<file path="src/hdl/tppq_pkg.sv">
// ----------------------------------------------------------------------------
// tppq_pkg
// Shared constants, codes and types of the two-level priority packet queue.
// ----------------------------------------------------------------------------
package tppq_pkg;

  localparam int QUEUE_DEPTH   = 16;
  localparam int MAX_LENGTH    = 255;
  localparam int PAYLOAD_WIDTH = 32;

  localparam int IDX_W = $clog2(QUEUE_DEPTH);
  localparam int OCC_W = $clog2(QUEUE_DEPTH + 1);
  localparam int LEN_W = 8;

  // operation codes
  localparam logic [1:0] OP_PUSH = 2'd0;
  localparam logic [1:0] OP_PEEK = 2'd1;
  localparam logic [1:0] OP_POP  = 2'd2;
  localparam logic [1:0] OP_NONE = 2'd3;

  // per-cell commands
  typedef logic [1:0] cell_cmd_t;
  localparam cell_cmd_t CELL_HOLD      = 2'd0;
  localparam cell_cmd_t CELL_LOAD      = 2'd1;
  localparam cell_cmd_t CELL_FROM_PREV = 2'd2;
  localparam cell_cmd_t CELL_FROM_NEXT = 2'd3;

  typedef struct packed {
    logic [PAYLOAD_WIDTH-1:0] payload;
    logic [LEN_W-1:0]         length;
  } entry_t;

  // what each cell sees from the controller
  typedef struct packed {
    cell_cmd_t cmd;
    entry_t    load_entry;
  } cell_ctrl_t;

endpackage

</file>
<file path="src/hdl/tppq_cell.sv">
// ----------------------------------------------------------------------------
// tppq_cell
// One queue slot: holds an entry, loads a new one, or takes its neighbour's.
// ----------------------------------------------------------------------------
module tppq_cell
  import tppq_pkg::*;
(
  input  logic       clk,
  input  cell_ctrl_t ctrl,
  input  entry_t     prev_entry,
  input  entry_t     next_entry,
  output entry_t     entry
);

  entry_t entry_next;

  always_comb begin
    case (ctrl.cmd)
      CELL_HOLD:      entry_next = entry;
      CELL_LOAD:      entry_next = ctrl.load_entry;
      CELL_FROM_PREV: entry_next = prev_entry;
      CELL_FROM_NEXT: entry_next = next_entry;
      default:        entry_next = entry;
    endcase
  end

  always_ff @(posedge clk) begin
    entry <= entry_next;
  end

endmodule

</file>
<file path="src/hdl/two_priority_packet_queue.sv">
// ----------------------------------------------------------------------------
// two_priority_packet_queue
// Transmit queue with two priority levels, built as a row of slot cells.
// ----------------------------------------------------------------------------
// Usage:
//   Input channel (in_valid/in_stall) carries one operation per item: push
//   (with high_priority, payload, length), peek or pop. Output channel
//   (out_valid/out_stall) returns one result item per input item: ok,
//   front_payload/front_length (peek only) and the empty/full flags after
//   the operation.
//   Slot 0 of the cell row is always the front. A pop shifts every cell
//   forward one place; a high push loads at the boundary after the high
//   entries and shifts the cells behind it back one place; a normal push
//   loads at the tail. All cells move in the same cycle.
//   The result is registered: out_valid rises the cycle after acceptance;
//   one item is taken every cycle unless a held result is stalled. The
//   input stalls only while a result is held and the receiver stalls the
//   output, so a stalled result never blocks more than that single register.
//   Reset empties the queue and drops any pending result; slot contents are
//   not cleared and are never read while empty.
// ----------------------------------------------------------------------------
module two_priority_packet_queue
  import tppq_pkg::*;
(
  input  logic        clk,
  input  logic        rst,
  input  logic        in_valid,
  output logic        in_stall,
  input  logic [1:0]  operation,
  input  logic        high_priority,
  input  logic [31:0] payload,
  input  logic [15:0] length,
  output logic        out_valid,
  input  logic        out_stall,
  output logic        ok,
  output logic [31:0] front_payload,
  output logic [7:0]  front_length,
  output logic        is_empty,
  output logic        is_full
);

  logic [OCC_W-1:0] occupancy, occupancy_next;
  logic [IDX_W-1:0] high_count, high_count_next;   // boundary offset from front, mod depth

  entry_t     cell_q    [QUEUE_DEPTH];
  cell_ctrl_t cell_ctrl [QUEUE_DEPTH];

  logic             accept;
  logic             push_ok, peek_ok, pop_ok;
  logic [IDX_W-1:0] insert_pos;
  entry_t           new_entry;

  assign in_stall = out_valid && out_stall;
  assign accept   = in_valid && !in_stall;

  assign push_ok = (operation == OP_PUSH) && (occupancy < OCC_W'(QUEUE_DEPTH))
                   && (length <= 16'(MAX_LENGTH));
  assign peek_ok = (operation == OP_PEEK) && (occupancy != '0);
  assign pop_ok  = (operation == OP_POP) && (occupancy != '0);

  assign insert_pos        = high_priority ? high_count : occupancy[IDX_W-1:0];
  assign new_entry.payload = PAYLOAD_WIDTH'(payload);
  assign new_entry.length  = LEN_W'(length);

  always_comb begin
    for (int i = 0; i < QUEUE_DEPTH; i++) begin
      cell_ctrl[i].load_entry = new_entry;
      cell_ctrl[i].cmd        = CELL_HOLD;
      if (accept && pop_ok) begin
        cell_ctrl[i].cmd = CELL_FROM_NEXT;
      end else if (accept && push_ok) begin
        if (IDX_W'(i) == insert_pos) begin
          cell_ctrl[i].cmd = CELL_LOAD;
        end else if (IDX_W'(i) > insert_pos) begin
          cell_ctrl[i].cmd = CELL_FROM_PREV;
        end
      end
    end
  end

  for (genvar g = 0; g < QUEUE_DEPTH; g++) begin : g_cell
    entry_t prev_e, next_e;
    if (g == 0) begin : g_first
      assign prev_e = new_entry;
    end else begin : g_mid
      assign prev_e = cell_q[g-1];
    end
    if (g == QUEUE_DEPTH - 1) begin : g_last
      assign next_e = cell_q[g];
    end else begin : g_inner
      assign next_e = cell_q[g+1];
    end
    tppq_cell u_cell (
      .clk        (clk),
      .ctrl       (cell_ctrl[g]),
      .prev_entry (prev_e),
      .next_entry (next_e),
      .entry      (cell_q[g])
    );
  end

  always_comb begin
    occupancy_next  = occupancy;
    high_count_next = high_count;
    if (accept && push_ok) begin
      occupancy_next = occupancy + 1'b1;
      if (high_priority) begin
        high_count_next = (high_count == IDX_W'(QUEUE_DEPTH - 1)) ? '0 : high_count + 1'b1;
      end
    end else if (accept && pop_ok) begin
      occupancy_next = occupancy - 1'b1;
      // front at the boundary: boundary moves with it
      if (high_count != '0) begin
        high_count_next = high_count - 1'b1;
      end
    end
  end

  always_ff @(posedge clk) begin
    if (rst) begin
      occupancy  <= '0;
      high_count <= '0;
      out_valid  <= 1'b0;
    end else begin
      occupancy  <= occupancy_next;
      high_count <= high_count_next;
      if (accept) begin
        out_valid <= 1'b1;
      end else if (!out_stall) begin
        out_valid <= 1'b0;
      end
    end
  end

  always_ff @(posedge clk) begin
    if (accept) begin
      ok            <= push_ok || peek_ok || pop_ok;
      front_payload <= peek_ok ? 32'(cell_q[0].payload) : '0;
      front_length  <= peek_ok ? cell_q[0].length : '0;
      is_empty      <= (occupancy_next == '0);
      is_full       <= (occupancy_next == OCC_W'(QUEUE_DEPTH));
    end
  end

`ifndef ASSERT_OFF
  a_occ_range: assert property (@(posedge clk) disable iff (rst)
    (occupancy <= OCC_W'(QUEUE_DEPTH)) && (OCC_W'(high_count) <= occupancy))
    else $error("occupancy or boundary out of range");

  a_pop_dec: assert property (@(posedge clk) disable iff (rst)
    accept && pop_ok |=> occupancy == $past(occupancy) - 1'b1)
    else $error("pop did not remove one entry");

  a_push_inc: assert property (@(posedge clk) disable iff (rst)
    accept && push_ok |=> occupancy == $past(occupancy) + 1'b1)
    else $error("push did not add one entry");

  a_flags: assert property (@(posedge clk) disable iff (rst)
    out_valid |-> !(is_empty && is_full))
    else $error("queue reported empty and full together");

  a_front_zero: assert property (@(posedge clk) disable iff (rst)
    out_valid && !ok |-> (front_payload == '0) && (front_length == '0))
    else $error("failed item carries front data");
`endif

endmodule
</file>
<file path="config.mk">
export PLATFORM = sky130hd
export DESIGN_NAME = two_priority_packet_queue
export DESIGN_NICKNAME = d
export VERILOG_FILES = /design/src/hdl/tppq_pkg.sv /design/src/hdl/tppq_cell.sv /design/src/hdl/two_priority_packet_queue.sv
export SDC_FILE = /design/constraint.sdc
export NUM_CORES = 1
export LEC_CHECK = 0
export ABC_AREA = 1
export BUFFER_PORTS_ARGS = -buffer_cell sky130_fd_sc_hd__buf_4
export CAP_MARGIN = 20
export CORE_MARGIN = 8
export CORE_UTILIZATION = 46
export DETAILED_ROUTE_END_ITERATION = 8
export HOLD_SLACK_MARGIN = 0.1
export SYNTH_ARGS = -nofsm -noshare
export SYNTH_HDL_FRONTEND = slang
export SYNTH_SLANG_ARGS = --single-unit
</file>
<file path="constraint.sdc">
create_clock -name clk -period 5.2 [get_ports clk]
set_input_delay 0.78 -clock clk [delete_from_list [all_inputs] [get_ports clk]]
set_output_delay 0.78 -clock clk [all_outputs]
set_load 0.01 [all_outputs]
</file>
==> metrics.txt <==
Setup Skew 33.0 ps; Final Cycle Share 0.646; row cnt 97; CP max stage cell buf_12; die height 282 µm; first-pass GRT wire length 159 mm; most frequent cells in the layout 975 x nand2_1, 683 x edfxtp_1, 419 x nand3_1, 235 x o21ai_0, 208 x a22oi_1; Max Clk Rate 0.298 GHz; Initial DRC Count 3706; Initial DRT Pass Iterations 6; WP data required 5620 ps; DR vias 26.1k; # Post-CTS Setup Buffers 0; Yosys reg bits 693; CTS-repair resized insts 0; # DRC 0; CTS tree done; # hold bufs at CTS 0; Longest Clk Path Bufs 3; Die W 282 µm; GRT met2 Usage 0.413; Synth area leader edfxtp_1; crit-path leading delay family buffers and inverters; Core ar. 0.0701 mm²; Setup Crit Path Kind flip-flop to flip-flop; average size of a mapped cell 10.2 µm²; mapped cell area ~0.033 mm²; largest net degree at the start of global routing 217; critical path's largest stage delay around 500 ps; total congestion overflow 0; Reg2Reg Depth 11; drt via density 6.24; worst skew pair latency 630 ps; share of the synthesized area in the top cell type 0.628; Post-Synthesis Cells about 3.2k; Fillers 6220; net count after synthesis 3259; CP cell instances inv_1, ha_1, inv_1, nor2_1, nand2_1, nand2_1, nor2_4, buf_4, buf_12, a22oi_1, o21ai_0; critical path capture point type flip-flop; Tmin final 3360 ps; total track usage 0.262; port buffer count ~100; Top-Level Pins 100; Die Area 0.0798 mm²; routability cong. 0.832; GR Util met1 0.358; Slew Limit Headroom 0.181; Crit Path Max Fanout 216; pwr dens between 300 and 400 mW/mm²; Worst Path Arrival 3780 ps; Clock transition at path regs 60 ps; setup TNS 0 ps; Wirelength per Cell 25.6 µm; GR peak layer met2; Worst Tran Pin Value roughly 1200 ps; Setup-failing EPs final 0; vias in the first global route about 25k; Synth-to-Final Area Change 11.6%; initial antenna violation count 1; CP Depth 11; Routed Antenna Nets 0; final wirelength 107 mm; Hold Crit Depth 2; CTS buffer count 75; number of nets in the layout 3244; max-slew violation count 0; yosys warns 0; Yosys cell types 29; RSZ-0062 raised after global routing no; CP bufs+invs 4; worst min path class input port to flip-flop; final total power about 12000 µW; global routing usage on met3 0.0571; leakage power around 0.012 µW; share of cells above drive strength 1 0.0964; startpoint type of the worst setup path flip-flop; Final HPWL DP 59.7 mm; Hold Worst Slack 438 ps; top post-synthesis cells by area edfxtp_1 63%, nand2_1 11%, nand3_1 6.5%; most common cell after layout, fill and taps aside nand2_1; Num Clock Sinks approximately 690; H-tree levels 3; Seq/Total Area, Yosys 0.634; Final Hold Fails 0; Initial Util 0.466; MaxCap Viol Count 0; Root Driver clkbuf_16; status finished, final reports clean; worst vdd ir 242 µV
per-stage QoR:
step                      instances  instance area, µm²  worst slack, ps   util
after global placement         4046               34200             1560  0.488
after CTS                      4176               36400             1900  0.519
after global routing           4177               36400             1660  0.519
final                          4178               36400             1840  0.519
after detailed placement       4046               34200             1440  0.488
after floorplan                3198               32700              752      -
worst reg2reg max path: stages (launching register included):
cell and delay [ps]:
dfxtp_1 370, inv_1 140, ha_1 230, inv_1 50, nor2_1 30, nand2_1 200
nand2_1 150, nor2_4 390, buf_4 320, buf_12 500, a22oi_1 650, o21ai_0 150
per-layer routing:
| metal | vias to the layer above | wire [µm] |
|---|---|---|
| li1 | 11400 | - |
| met4 | 0 | 3400 |
| met1 | 12700 | 42400 |
| met3 | 239 | 12600 |
| met5 | - | 0 |
| met2 | 1751 | 48700 |
sequential cells by signal, summed over array words and instances (netlist names):
register / count
front_length: 8
g_cell.u_cell.entry: 640
ok: 1
is_empty: 1
occupancy: 5
is_full: 1
front_payload: 32
high_count: 4
out_valid: 1
path summary, 6_finish.rpt:
path | slack [ps] | from | endpoint
worst max-delay path | 1840 | occupancy[0] | g_cell[10].u_cell.entry[10]
worst min-delay path | 440 | rst | occupancy[1]
worst max register to register | 1840 | occupancy[0] | g_cell[10].u_cell.entry[10]
worst min register to register | 530 | out_valid | out_valid
cell usage after synthesis:
master and n:
nand2_1 980, edfxtp_1 683, nand3_1 421, o21ai_0 236, a22oi_1 208, buf_2 145, inv_1 107, o211ai_1 105
clkbuf_1 95, nor2_1 75, nand4_1 43, o21ai_1 16, a21oi_1 11, dfxtp_1 10, inv_2 10, nor2_2 10
buf_1 9, buf_4 8, xor2_1 8, ha_1 6, o21ai_2 3, and2_1 2, a21oi_2 1, nand3_2 1
nor2_4 1, nor3_2 1, nor3_4 1, o21ai_4 1, xnor2_1 1
layout make-up:
| type | instances | area (µm²) | area share |
|---|---|---|---|
| Multi-Input combinational cell | 2131 | 10500 | 0.288 |
| Inverter | 117 | 445 | 0.0122 |
| Clock buffer | 98 | 1960 | 0.0539 |
| Tap cell | 940 | 1180 | 0.0323 |
| Antenna cell | 2 | 5.00 | 0.000137 |
| Timing Repair Buffer | 165 | 1400 | 0.0385 |
| Sequential cell | 693 | 20700 | 0.568 |
| Clock inverter | 32 | 228 | 0.00625 |
where the power goes:
| part | internal (µW) | total (µW) | switching, µW |
|---|---|---|---|
| logic | 152 | 385 | 233 |
| clock network | 2760 | 4980 | 2220 |
| registers | 6150 | 6160 | 5.80 |
kinds of logic (layout without fill, tap and decap cells):
logic type               count (synthesis)  after routing  share of synthesized area
buffers and inverters                  374            412                     0.0495
adder cells (fa/ha/maj)                  6              6                    0.00230
other                                    0              2                          0
XOR/XNOR                                 9              9                    0.00241
flip-flops                             693            693                      0.634
AND/OR/NAND/NOR                       1535           1535                      0.198
AO/OA/AOI/OAI                          581            581                      0.114
Note: power is estimated with default switching activity, not from simulation.
